$ cat config.mk
export PLATFORM = sky130hd
export DESIGN_NAME = variable_partition_allocator_top
export DESIGN_NICKNAME = d
export VERILOG_FILES = /design/src/design/vpa_pkg.sv /design/src/design/vpa_seg_mem.sv /design/src/design/vpa_fit_unit.sv /design/src/design/variable_partition_allocator_top.sv
export SDC_FILE = /design/constraint.sdc
export NUM_CORES = 1
export LEC_CHECK = 0
export BUFFER_PORTS_ARGS = -buffer_cell sky130_fd_sc_hd__buf_2
export CORE_MARGIN = 2
export CORE_UTILIZATION = 35
export CTS_BUF_LIST = sky130_fd_sc_hd__clkbuf_4 sky130_fd_sc_hd__clkbuf_8
export CTS_CLUSTER_DIAMETER = 40
export DETAILED_ROUTE_END_ITERATION = 8
export PLACE_DENSITY_LB_ADDON = 0.2
export SLEW_MARGIN = 15
export SYNTH_ARGS = -nofsm -noshare
export SYNTH_HDL_FRONTEND = slang
export SYNTH_HIERARCHICAL = 1
export SYNTH_SLANG_ARGS = --single-unit
$ cat constraint.sdc
create_clock -name clock -period 6.7 [get_ports clock]
set_input_delay 1.34 -clock clock [delete_from_list [all_inputs] [get_ports clock]]
set_output_delay 1.34 -clock clock [all_outputs]
set_load 0.03 [all_outputs]
$ cat src/design/vpa_pkg.sv
// Shared types and constants for the variable partition allocator.
package vpa_pkg;

   localparam int SEG_SLOTS_DEF = 16;
   localparam int ADDR_BITS_DEF = 16;
   localparam int OWNER_W       = 7;
   localparam int FIELD_W       = 16;

   // CSR byte address of the fit_mode register
   localparam logic [1:0] CSR_FIT_MODE_ADDR = 2'd0;

   localparam logic [1:0] FIT_FIRST = 2'd0;
   localparam logic [1:0] FIT_BEST  = 2'd1;
   localparam logic [1:0] FIT_WORST = 2'd2;

   localparam logic [2:0] ST_OK         = 3'd0;
   localparam logic [2:0] ST_NO_HOLES   = 3'd1;
   localparam logic [2:0] ST_NO_FIT     = 3'd2;
   localparam logic [2:0] ST_NO_ALLOC   = 3'd3;
   localparam logic [2:0] ST_NO_OWNER   = 3'd4;
   localparam logic [2:0] ST_TABLE_FULL = 3'd5;
   localparam logic [2:0] ST_BAD_PART   = 3'd6;

   typedef enum logic [1:0] {
      CMD_LOAD     = 2'd0,
      CMD_ALLOC    = 2'd1,
      CMD_RELEASE  = 2'd2,
      CMD_COALESCE = 2'd3
   } command_type;

   // per-entry verdicts from the evaluation unit
   typedef struct packed {
      logic overlap;
      logic below;
      logic fits;
      logic better;
      logic owner_match;
      logic touch;
   } fit_flags_type;

endpackage

$ cat src/design/vpa_seg_mem.sv
// Segment table storage: one write port, one registered read port.
module vpa_seg_mem import vpa_pkg::*; #(
   parameter int DEPTH = SEG_SLOTS_DEF,
   parameter int WIDTH = 2 * ADDR_BITS_DEF + OWNER_W + 1,
   localparam int IDX_W = $clog2(DEPTH)
) (
   input  logic             clock,
   input  logic             wr_en,
   input  logic [IDX_W-1:0] wr_addr,
   input  logic [WIDTH-1:0] wr_data,
   input  logic [IDX_W-1:0] rd_addr,
   output logic [WIDTH-1:0] rd_data
);

   logic [WIDTH-1:0] mem [DEPTH];
   logic [WIDTH-1:0] rd_data_ff;

   always_ff @(posedge clock) begin
      if (wr_en) begin
         mem[wr_addr] <= wr_data;
      end
      rd_data_ff <= mem[rd_addr];
   end

   assign rd_data = rd_data_ff;

endmodule

$ cat src/design/vpa_fit_unit.sv
// Shared evaluation unit: judges one table entry against the current request.
module vpa_fit_unit import vpa_pkg::*; #(
   parameter int ADDR_BITS = ADDR_BITS_DEF
) (
   input  logic [ADDR_BITS-1:0] ent_beg,
   input  logic [ADDR_BITS-1:0] ent_fin,
   input  logic [OWNER_W-1:0]   ent_own,
   input  logic                 ent_hole,
   input  logic [ADDR_BITS-1:0] size,
   input  logic [ADDR_BITS-1:0] part_start,
   input  logic [ADDR_BITS-1:0] part_end,
   input  logic [OWNER_W-1:0]   pid,
   input  logic [ADDR_BITS-1:0] best,
   input  logic                 found,
   input  logic [1:0]           fit_mode,
   input  logic [ADDR_BITS-1:0] cur_fin,
   input  logic                 cur_hole,
   output fit_flags_type        flags,
   output logic [ADDR_BITS-1:0] rem
);

   logic [ADDR_BITS-1:0] len;

   always_comb begin
      len = ent_fin - ent_beg;
      rem = len - size;
      flags.overlap     = (part_start < ent_fin) && (ent_beg < part_end);
      flags.below       = ent_beg < part_start;
      flags.fits        = !(len < size);
      flags.owner_match = ent_own == pid;
      flags.touch       = cur_hole && ent_hole && (cur_fin == ent_beg);
      if (!found) begin
         flags.better = 1'b1;
      end else begin
         unique case (fit_mode)
            FIT_BEST:  flags.better = rem < best;
            FIT_WORST: flags.better = rem > best;
            default:   flags.better = 1'b0;
         endcase
      end
   end

endmodule

$ cat src/design/variable_partition_allocator_top.sv
// Variable partition allocator: top level with command sequencer and ports.
// Keeps up to SEG_SLOTS segments sorted by start address in a table with one
// write port and one registered read port, and serves one request at a time;
// req_tready is high only while idle. Each table visit sets the address, then
// takes the registered data, all through one shared evaluation unit. A load or
// a split that opens a slot moves the entries above it up one by one, and
// coalesce does one compacting pass over the table.
// A finished response waits in the output register while the next request
// is accepted. fit_mode at CSR byte address 0 selects first, best or worst
// fit (code 3 acts as first fit); write it only while the block is idle.
module variable_partition_allocator_top import vpa_pkg::*; #(
   parameter int SEG_SLOTS = SEG_SLOTS_DEF,
   parameter int ADDR_BITS = ADDR_BITS_DEF
) (
   input  logic        clock,
   input  logic        reset,
   // request channel
   input  logic        req_tvalid,
   output logic        req_tready,
   // [6:0] process_id, [22:7] request_size, [38:23] part_start,
   // [54:39] part_end, [55] pad
   input  logic [55:0] req_tdata,
   // [1:0] command
   input  logic [1:0]  req_tuser,
   // response channel
   output logic        rsp_tvalid,
   input  logic        rsp_tready,
   // [2:0] status, [18:3] block_start, [34:19] block_end, [39:35] zero
   output logic [39:0] rsp_tdata,
   // configuration port
   input  logic        csr_psel,
   input  logic        csr_penable,
   input  logic        csr_pwrite,
   input  logic [1:0]  csr_paddr,
   input  logic [31:0] csr_pwdata,
   output logic [31:0] csr_prdata,
   output logic        csr_pready
);

   localparam int IDX_W = $clog2(SEG_SLOTS);
   localparam int CNT_W = $clog2(SEG_SLOTS + 1);
   localparam int ENT_W = 2 * ADDR_BITS + OWNER_W + 1;

   typedef enum logic [3:0] {
      S_IDLE, S_START, S_SCAN_RD, S_SCAN_EV, S_DECIDE, S_SH_RD, S_SH_WR,
      S_PUT, S_PUT2, S_CO_LOAD, S_CO_RD, S_CO_EV, S_CO_END, S_DONE
   } state_type;

   state_type            state_ff;
   command_type          cmd_ff;
   logic [OWNER_W-1:0]   pid_ff;
   logic [ADDR_BITS-1:0] size_ff, ps_ff, pe_ff;
   logic [1:0]           fit_mode_ff;
   logic [CNT_W-1:0]     count_ff, idx_ff, pos_ff, pick_ff, wr_ff;
   logic                 pos_set_ff, found_ff, any_ff, bad_ff;
   logic [ADDR_BITS-1:0] best_ff, pbeg_ff, pfin_ff;
   logic [ADDR_BITS-1:0] cbeg_ff, cfin_ff;
   logic [OWNER_W-1:0]   cown_ff;
   logic                 chole_ff;
   logic [2:0]           res_st_ff, rsp_st_ff;
   logic [ADDR_BITS-1:0] res_bs_ff, res_be_ff, rsp_bs_ff, rsp_be_ff;
   logic                 rsp_valid_ff;

   // table entry: {hole, owner, finish, begin}
   logic                 mem_we;
   logic [IDX_W-1:0]     mem_waddr, mem_raddr;
   logic [ENT_W-1:0]     mem_wdata, mem_rdata;
   logic [ADDR_BITS-1:0] e_beg, e_fin;
   logic [OWNER_W-1:0]   e_own;
   logic                 e_hole;

   fit_flags_type        flags;
   logic [ADDR_BITS-1:0] rem;
   logic [ADDR_BITS-1:0] split_at;
   logic                 table_full, last_idx;
   logic                 alloc_exact, release_ok;

   assign {e_hole, e_own, e_fin, e_beg} = mem_rdata;
   assign split_at   = pbeg_ff + size_ff;
   assign table_full = count_ff == CNT_W'(SEG_SLOTS);
   assign last_idx   = (idx_ff + CNT_W'(1)) == count_ff;
   assign alloc_exact = any_ff && (size_ff != '0) && found_ff && (best_ff == '0);
   assign release_ok  = any_ff && found_ff;

   vpa_seg_mem #(.DEPTH(SEG_SLOTS), .WIDTH(ENT_W)) u_mem (
      .clock   (clock),
      .wr_en   (mem_we),
      .wr_addr (mem_waddr),
      .wr_data (mem_wdata),
      .rd_addr (mem_raddr),
      .rd_data (mem_rdata)
   );

   vpa_fit_unit #(.ADDR_BITS(ADDR_BITS)) u_fit (
      .ent_beg    (e_beg),
      .ent_fin    (e_fin),
      .ent_own    (e_own),
      .ent_hole   (e_hole),
      .size       (size_ff),
      .part_start (ps_ff),
      .part_end   (pe_ff),
      .pid        (pid_ff),
      .best       (best_ff),
      .found      (found_ff),
      .fit_mode   (fit_mode_ff),
      .cur_fin    (cfin_ff),
      .cur_hole   (chole_ff),
      .flags      (flags),
      .rem        (rem)
   );

   // table port steering
   always_comb begin
      mem_we    = 1'b0;
      mem_waddr = idx_ff[IDX_W-1:0];
      mem_wdata = mem_rdata;
      mem_raddr = idx_ff[IDX_W-1:0];
      unique case (state_ff)
         S_START: begin
            mem_raddr = '0;
         end
         S_SH_RD: begin
            mem_raddr = IDX_W'(idx_ff - CNT_W'(1));
         end
         S_SH_WR: begin
            mem_we = 1'b1;
         end
         S_DECIDE: begin
            mem_waddr = pick_ff[IDX_W-1:0];
            if (cmd_ff == CMD_ALLOC && alloc_exact) begin
               mem_we    = 1'b1;
               mem_wdata = {1'b0, pid_ff, pfin_ff, pbeg_ff};
            end else if (cmd_ff == CMD_RELEASE && release_ok) begin
               mem_we    = 1'b1;
               mem_wdata = {1'b1, OWNER_W'(0), pfin_ff, pbeg_ff};
            end
         end
         S_PUT: begin
            mem_we    = 1'b1;
            mem_waddr = pos_ff[IDX_W-1:0];
            if (cmd_ff == CMD_LOAD) begin
               mem_wdata = {1'b1, OWNER_W'(0), pe_ff, ps_ff};
            end else begin
               mem_wdata = {1'b1, OWNER_W'(0), pfin_ff, split_at};
            end
         end
         S_PUT2: begin
            mem_we    = 1'b1;
            mem_waddr = pick_ff[IDX_W-1:0];
            mem_wdata = {1'b0, pid_ff, split_at, pbeg_ff};
         end
         S_CO_EV: begin
            mem_we    = !flags.touch;
            mem_waddr = wr_ff[IDX_W-1:0];
            mem_wdata = {chole_ff, cown_ff, cfin_ff, cbeg_ff};
         end
         S_CO_END: begin
            mem_we    = 1'b1;
            mem_waddr = wr_ff[IDX_W-1:0];
            mem_wdata = {chole_ff, cown_ff, cfin_ff, cbeg_ff};
         end
         default: begin
         end
      endcase
   end

   always_ff @(posedge clock) begin
      if (reset) begin
         state_ff     <= S_IDLE;
         count_ff     <= '0;
         fit_mode_ff  <= FIT_FIRST;
         rsp_valid_ff <= 1'b0;
      end else begin
         if (csr_psel && csr_penable && csr_pwrite && csr_paddr == CSR_FIT_MODE_ADDR) begin
            fit_mode_ff <= csr_pwdata[1:0];
         end
         // S_DONE reloads the output register itself
         if (rsp_valid_ff && rsp_tready && state_ff != S_DONE) begin
            rsp_valid_ff <= 1'b0;
         end

         unique case (state_ff)
            S_IDLE: begin
               if (req_tvalid) begin
                  cmd_ff   <= command_type'(req_tuser);
                  pid_ff   <= req_tdata[6:0];
                  size_ff  <= ADDR_BITS'(req_tdata[22:7]);
                  ps_ff    <= ADDR_BITS'(req_tdata[38:23]);
                  pe_ff    <= ADDR_BITS'(req_tdata[54:39]);
                  state_ff <= S_START;
               end
            end
            S_START: begin
               idx_ff     <= '0;
               pos_ff     <= count_ff;
               pos_set_ff <= 1'b0;
               found_ff   <= 1'b0;
               any_ff     <= 1'b0;
               bad_ff     <= 1'b0;
               best_ff    <= '0;
               res_st_ff  <= ST_OK;
               res_bs_ff  <= '0;
               res_be_ff  <= '0;
               unique case (cmd_ff)
                  CMD_LOAD: begin
                     if (!(ps_ff < pe_ff)) begin
                        res_st_ff <= ST_BAD_PART;
                        state_ff  <= S_DONE;
                     end else begin
                        state_ff <= (count_ff == '0) ? S_DECIDE : S_SCAN_RD;
                     end
                  end
                  CMD_ALLOC, CMD_RELEASE: begin
                     state_ff <= (count_ff == '0) ? S_DECIDE : S_SCAN_RD;
                  end
                  CMD_COALESCE: begin
                     // entry 0 is being read this cycle
                     state_ff <= (count_ff > CNT_W'(1)) ? S_CO_LOAD : S_DONE;
                  end
               endcase
            end
            S_SCAN_RD: begin
               state_ff <= S_SCAN_EV;
            end
            S_SCAN_EV: begin
               unique case (cmd_ff)
                  CMD_LOAD: begin
                     if (flags.overlap) bad_ff <= 1'b1;
                     if (!pos_set_ff && !flags.below) begin
                        pos_ff     <= idx_ff;
                        pos_set_ff <= 1'b1;
                     end
                  end
                  CMD_ALLOC: begin
                     if (e_hole) any_ff <= 1'b1;
                     if (e_hole && flags.fits && flags.better) begin
                        found_ff <= 1'b1;
                        pick_ff  <= idx_ff;
                        best_ff  <= rem;
                        pbeg_ff  <= e_beg;
                        pfin_ff  <= e_fin;
                     end
                  end
                  CMD_RELEASE: begin
                     if (!e_hole) any_ff <= 1'b1;
                     if (!e_hole && flags.owner_match && !found_ff) begin
                        found_ff <= 1'b1;
                        pick_ff  <= idx_ff;
                        pbeg_ff  <= e_beg;
                        pfin_ff  <= e_fin;
                     end
                  end
                  default: begin
                  end
               endcase
               idx_ff   <= idx_ff + CNT_W'(1);
               state_ff <= last_idx ? S_DECIDE : S_SCAN_RD;
            end
            S_DECIDE: begin
               state_ff <= S_DONE;
               idx_ff   <= count_ff;
               unique case (cmd_ff)
                  CMD_LOAD: begin
                     if (bad_ff) begin
                        res_st_ff <= ST_BAD_PART;
                     end else if (table_full) begin
                        res_st_ff <= ST_TABLE_FULL;
                     end else begin
                        state_ff <= S_SH_RD;
                     end
                  end
                  CMD_ALLOC: begin
                     if (!any_ff) begin
                        res_st_ff <= ST_NO_HOLES;
                     end else if (size_ff == '0 || !found_ff) begin
                        res_st_ff <= ST_NO_FIT;
                     end else if (alloc_exact) begin
                        res_bs_ff <= pbeg_ff;
                        res_be_ff <= pfin_ff;
                     end else if (table_full) begin
                        res_st_ff <= ST_TABLE_FULL;
                     end else begin
                        // remainder stays a hole just above the block
                        pos_ff   <= pick_ff + CNT_W'(1);
                        state_ff <= S_SH_RD;
                     end
                  end
                  CMD_RELEASE: begin
                     if (!any_ff) begin
                        res_st_ff <= ST_NO_ALLOC;
                     end else if (!found_ff) begin
                        res_st_ff <= ST_NO_OWNER;
                     end else begin
                        res_bs_ff <= pbeg_ff;
                        res_be_ff <= pfin_ff;
                     end
                  end
                  default: begin
                  end
               endcase
            end
            // open a slot at pos: move entries up from the top down
            S_SH_RD: begin
               state_ff <= (idx_ff == pos_ff) ? S_PUT : S_SH_WR;
            end
            S_SH_WR: begin
               idx_ff   <= idx_ff - CNT_W'(1);
               state_ff <= S_SH_RD;
            end
            S_PUT: begin
               if (cmd_ff == CMD_LOAD) begin
                  count_ff <= count_ff + CNT_W'(1);
                  state_ff <= S_DONE;
               end else begin
                  state_ff <= S_PUT2;
               end
            end
            S_PUT2: begin
               count_ff  <= count_ff + CNT_W'(1);
               res_bs_ff <= pbeg_ff;
               res_be_ff <= split_at;
               state_ff  <= S_DONE;
            end
            // coalesce: one compacting pass, current run held in cur
            S_CO_LOAD: begin
               cbeg_ff  <= e_beg;
               cfin_ff  <= e_fin;
               cown_ff  <= e_own;
               chole_ff <= e_hole;
               idx_ff   <= CNT_W'(1);
               wr_ff    <= '0;
               state_ff <= S_CO_RD;
            end
            S_CO_RD: begin
               state_ff <= S_CO_EV;
            end
            S_CO_EV: begin
               if (flags.touch) begin
                  cfin_ff <= e_fin;
               end else begin
                  cbeg_ff  <= e_beg;
                  cfin_ff  <= e_fin;
                  cown_ff  <= e_own;
                  chole_ff <= e_hole;
                  wr_ff    <= wr_ff + CNT_W'(1);
               end
               idx_ff   <= idx_ff + CNT_W'(1);
               state_ff <= last_idx ? S_CO_END : S_CO_RD;
            end
            S_CO_END: begin
               count_ff <= wr_ff + CNT_W'(1);
               state_ff <= S_DONE;
            end
            S_DONE: begin
               if (!rsp_valid_ff || rsp_tready) begin
                  rsp_st_ff    <= res_st_ff;
                  rsp_bs_ff    <= res_bs_ff;
                  rsp_be_ff    <= res_be_ff;
                  rsp_valid_ff <= 1'b1;
                  state_ff     <= S_IDLE;
               end
            end
            default: begin
               state_ff <= S_IDLE;
            end
         endcase
      end
   end

   assign req_tready = state_ff == S_IDLE;
   assign rsp_tvalid = rsp_valid_ff;
   assign rsp_tdata  = {5'd0, FIELD_W'(rsp_be_ff), FIELD_W'(rsp_bs_ff), rsp_st_ff};

   assign csr_prdata = {30'd0, fit_mode_ff};
   assign csr_pready = 1'b1;

endmodule

# Word level (Yosys, flattened, before mapping)
# Memory sizes are Yosys's and may differ from the RTL's. A register that Yosys moved wholly into a read port is not among the register bits.
# Index checks and enable logic that the tools add are counted.
dict set report totals {
  register_bits 251
  mem_bits_rw 640
  in_bits 99
  elab_cells 271
  memories 1
}
# name depth width read_ports rd_ports_with_merged_regs wr line
set memory_table {}
lappend memory_table {u_mem.mem 16 40 1 1 1 vpa_seg_mem.sv:15} ;# logic [WIDTH-1:0] mem [DEPTH];
dict set report op_classes {
  n_addsub 8
  n_lt_le_gt_ge 8
  eq_ne 54
  mux 103
  n_bitwise 1
  n_reduce_logical 66
}
# operator count
set op_table {}
lappend op_table {{two-way mux 16 bit} 17}
lappend op_table {{one-hot mux 16 bit (2 select lines)} 6}
lappend op_table {{one-hot mux 40 bit (4 select lines)} 1}
lappend op_table {{< comparator 16 bit} 6}
lappend op_table {{one-hot mux 16 bit (3 select lines)} 2}
lappend op_table {{two-way mux 40 bit} 2}
lappend op_table {{two-way mux 5 bit} 11}
lappend op_table {{one-hot mux 4 bit (13 select lines)} 1}
lappend op_table {{two-way mux 3 bit} 14}
lappend op_table {{logical NOT 16 bit} 2}
lappend op_table {{two-way mux 32 bit} 1}
lappend op_table {{two-way mux 4 bit} 8}
lappend op_table {{subtractor 16 bit} 2}
lappend op_table {{!= test 3 bit, second input constant} 10}
lappend op_table {{one-hot mux 5 bit (3 select lines)} 2}
lappend op_table {{!= test 2 bit, second input constant} 14}
lappend op_table {{one-hot mux 5 bit (5 select lines)} 1}
lappend op_table {{== test 4 bit, second input constant} 6}
lappend op_table {{one-hot mux 4 bit (3 select lines)} 2}
lappend op_table {{adder 5 x 1 -> 5 bit, second input constant} 4}
lappend op_table {{one-hot mux 5 bit (2 select lines)} 2}
lappend op_table {{AND reduction 5 bit} 4}
lappend op_table {{logical AND 1 bit} 19}
lappend op_table {{two-way mux 1 bit} 18}
lappend op_table {{other kinds (41)} 85}

# Depth between registers and ports, before layout
dict set report depth {
  word_depth 9
  ltp_mapped 27
  depth_no_buf 27
}

# By module
# Netlist, hierarchy kept.
# mod n_inst cells_each area_per_inst_um2
set by_module_without_submodules {}
lappend by_module_without_submodules {vpa_seg_mem 1 1040 25132.9}
lappend by_module_without_submodules {variable_partition_allocator_top 1 1156 12973.7}
lappend by_module_without_submodules {vpa_fit_unit 1 470 3382.0}

# Least setup slack after synthesis
# OpenSTA, ideal clock, no wires.
dict set report synth_timing {
  path_type {input-to-reg}
  from {input port reset}
  to {register cmd_ff[0], enable pin}
  arrival_ns 5.754
  setup_slack_ns 0.392
  stages 2
  path_buffers 1
  cell_sequence {clkbuf_1 nor3b_1}
}
dict set report synth_via {
  elab_chain_cells 2
}
# item line
set synth_rtl {}
lappend synth_rtl {{start: declaration} variable_partition_allocator_top.sv:16} ;# input logic reset,
lappend synth_rtl {{inverter 1 bit (no source line)} n/a}
lappend synth_rtl {{AND reduction 3 bit (no source line)} n/a}
lappend synth_rtl {{end signal: assignment} variable_partition_allocator_top.sv:185} ;# cmd_ff <= command_type'(req_tuser);
lappend synth_rtl {{end: declaration} variable_partition_allocator_top.sv:50} ;# command_type cmd_ff;
# No other way between the ends.
# A chain may end at the register's enable or synchronous reset.

==> out/results.ini <==
[cts]
clkTransAtPathRegs_ps = 50
cts_buffers = 171
root_buffer = clkbuf_8
cts-htree-levels = 4
cts.sink_count = 931
clk_latency_ps = 880
cts_tree = yes
cts.path.max_buffers = 3

[sta]
fmax_ghz = 0.161
tightestPinTransition_ps = 1210
setup_viol_count_final = 0
totalNegativeSetupSlack_ps = 0
min_period_ps = 6220
fin_skew_ps = 63.2
grt_setup_unrepaired = false
period_share_pct = 92.8
slew_headroom_pct = 18.8
slew_violations = 0
finalHoldViolCount = 0

[logic_synthesis]
yosysWarningCount = 6
netlist.area_leader.share_pct = 63.6
yosys.area.top_type = edfxtp_1
async_reset_ff_share_pct = 0
syn_area_mm2 = 0.0415
synth_cells = 2666
ys_ff_latch = 931
ys.flop_type = edfxtp_1
synth_edf_count = 879
synth_area_leaders = edfxtp_1 (64%), mux4_2 (5.4%), ha_1 (4.1%)
ys_types = 93
syn_avg_cell_area_um2 = 15.6
seq_area_frac_synth_pct = 66.1

[routing]
vias = 25100
drt_pass1_iterations = 6
via_per_inst = 5.47
drtIter0Drc = 2357
ant_nets = 0
routed_wl_mm = 119
drc = 0
wl_per_cell_um = 26.0

[cells_and_area]
drive_gt1_share_pct = 21.1
syn_to_final_growth_pct = 15.3
nets = 3148
layout_common_cells = edfxtp_1 (879), clkbuf_8 (180), nand2_1 (157)
fillCellCount = 10700
utilization_pct = 40.6
final_common_cell = edfxtp_1

[pwr]
internal_power_mw = 14.7
power_leakage_nw = 16.9
clkPwrFrac_pct = 24.0
power_switching_mw = 8.89
fin_total_pwr_mw = 23.6
p_comb_share_pct = 40.0
switching_share_pct = 37.7
vdd_ir_drop_max_mv = 0.300
powerDensity_mw_per_mm2 = 493
seq_power_share_pct = 36.1

[grt]
grt_max_degree = 88
grt.overflow.total = 0
track_usage_pct = 19.6
antenna_found_initial = 6
grt_first_pass_wirelength_mm = 173
grt_pass1_vias = 25400

[run_status]
status = finished, final reports clean

[worst_hold_path]
hold_class = register to register
min_path_cells = 0
holdPathEnd = rsp_bs_ff[12]
min-delay-start = res_bs_ff[12]

[worst_setup_path]
regToRegSetupSlack_ps = 480
worstPathArrival_ps = 6720
cp.required_ps = 7200
crit_fanout = 37
cp-end-kind = register
r2r_end = pbeg_ff[14]
crit_start = u_mem/rd_data[16]
r2r-start = u_mem/rd_data[16]
r2r_cells = 25
crit_type = register to register
setup.worst_path.start_class = register

[flow_run]
cap_viol_max_count = 0

[place]
dp_hpwl_mm = 75.7
gp_congestion = 0.903
port_buffers = 106

[die]
num_rows = 126
ios = 174
die_h_um = 348
dieArea_mm2 = 0.121
die_w_um = 348
initial_core_util_pct = 35.2
core_area_mm2 = 0.118

==> critical path, stage by stage, from the launching register on <==
cell and delay, ps:
dfxtp_1 380, inv_1 100, ha_1 240, fa_1 430, nand2b_1 200, a21oi_1 320
o211ai_2 160, nand2b_1 120, o22ai_1 90, xnor2_1 150, ha_1 410, nand2_1 100
a2111oi_2 420, nor2_1 100, mux2i_1 150, o2111ai_1 170, ha_1 320, and3_1 160
and3_1 180, a221oi_1 270, o211ai_1 210, mux2_2 290, a31oi_1 90, a21oi_1 190
and4b_2 290, buf_12 270
==> power groups by stage <==
stage	registers, mW	clock network [mW]	logic [mW]
after floorplan	8.44	0	6.34
after global placement	8.60	0	9.04
after detailed placement	8.62	0	9.28
after CTS	8.51	5.81	9.33
after global routing	8.56	6.06	10.3
final	8.51	5.64	9.42
==> state kept, by name (all words and copies together), names as in the netlist, 7 cells and up <==
name / flops
size_ff: 16
cown_ff: 7
pfin_ff: 16
pe_ff: 16
ps_ff: 16
cbeg_ff: 16
u_mem/rd_data: 40
res_be_ff: 16
best_ff: 16
res_bs_ff: 16
pid_ff: 7
rsp_bs_ff: 16
cfin_ff: 16
u_mem/mem: 640
rsp_be_ff: 16
pbeg_ff: 16
==> cell usage after synthesis, types with 12 or more instances <==
| cell type | number |
|---|---|
| edfxtp_1 | 879 |
| nand2_1 | 157 |
| ha_1 | 135 |
| inv_1 | 133 |
| a21oi_1 | 124 |
| nor2_1 | 124 |
| o21ai_0 | 110 |
| mux4_2 | 100 |
| clkbuf_1 | 88 |
| a22oi_1 | 85 |
| mux4_1 | 60 |
| xnor2_1 | 57 |
| dfxtp_1 | 52 |
| buf_4 | 38 |
| nand3_1 | 35 |
| a21o_1 | 34 |
| nor3_1 | 30 |
| xor2_1 | 28 |
| and3_1 | 26 |
| nor2b_1 | 26 |
| a221o_1 | 25 |
| nand2b_1 | 22 |
| a221oi_1 | 20 |
| nand4_1 | 20 |
| a22o_1 | 17 |
| buf_2 | 16 |
| o22ai_1 | 13 |
| a211oi_1 | 12 |
| a31oi_1 | 12 |
| o211ai_1 | 12 |
==> final cells by class <==
type / instances / area (µm²) / area share (%)
Clock buffer: 227 / 2830 / 5.92
Multi-Input combinational cell: 1474 / 13000 / 27.2
Timing Repair Buffer: 197 / 1340 / 2.80
Tap cell: 1536 / 1920 / 4.02
Clock inverter: 89 / 788 / 1.65
Antenna cell: 5 / 12.5 / 0.0262
Inverter: 136 / 510 / 1.07
Sequential cell: 931 / 27400 / 57.4
==> per-layer routing <==
layer	global-route usage [%]	share of wire (%)	vias to the layer above
met5	0	0	-
met4	5.86	2.1	0
met3	3.67	6.4	162
met2	30.8	46	944
met1	27.6	45	13000
li1	-	-	11000
==> kinds of logic after synthesis <==
group	share of synthesized area [%]
DFF	66.1
and+or+nand+nor	5.66
muxes	9.50
other	0.0181
buffers and inverters	3.51
AOI/OAI and AO/OA	9.18
adders and majority gates	4.22
xor gates and xnor gates	1.79
==> how the worst max path moves through the flow <==
stage / depth (start not counted) / to
2_1_floorplan: 2 / cmd_ff[0]
3_3_place_gp: 25 / pfin_ff[11]
3_5_place_dp: 25 / pbeg_ff[14]
4_1_cts: 25 / pbeg_ff[13]
5_1_grt: 25 / pfin_ff[14]
6_report: 25 / pbeg_ff[14]
==> per-stage QoR <==
stage | std cells | cell area, µm² | worst slack (ps) | hold slack [ps]
after floorplan | 2700 | 41600 | 392 | 400
after global placement | 4274 | 44100 | 426 | 405
after detailed placement | 4274 | 44100 | 468 | 410
after CTS | 4590 | 47800 | 384 | 408
after global routing | 4593 | 47800 | 31.0 | 412
final | 4595 | 47800 | 482 | 405
==> what timing repair did <==
item | 4_1_cts | 5_1_grt
resized for setup | 0 | 1
endpoints found under the hold margin | 0 | 0
endpoints found under the setup margin | 0 | 37
hold buffers | 0 | 0
setup buffers | 0 | 0
Power figures use the tool's default switching activity.
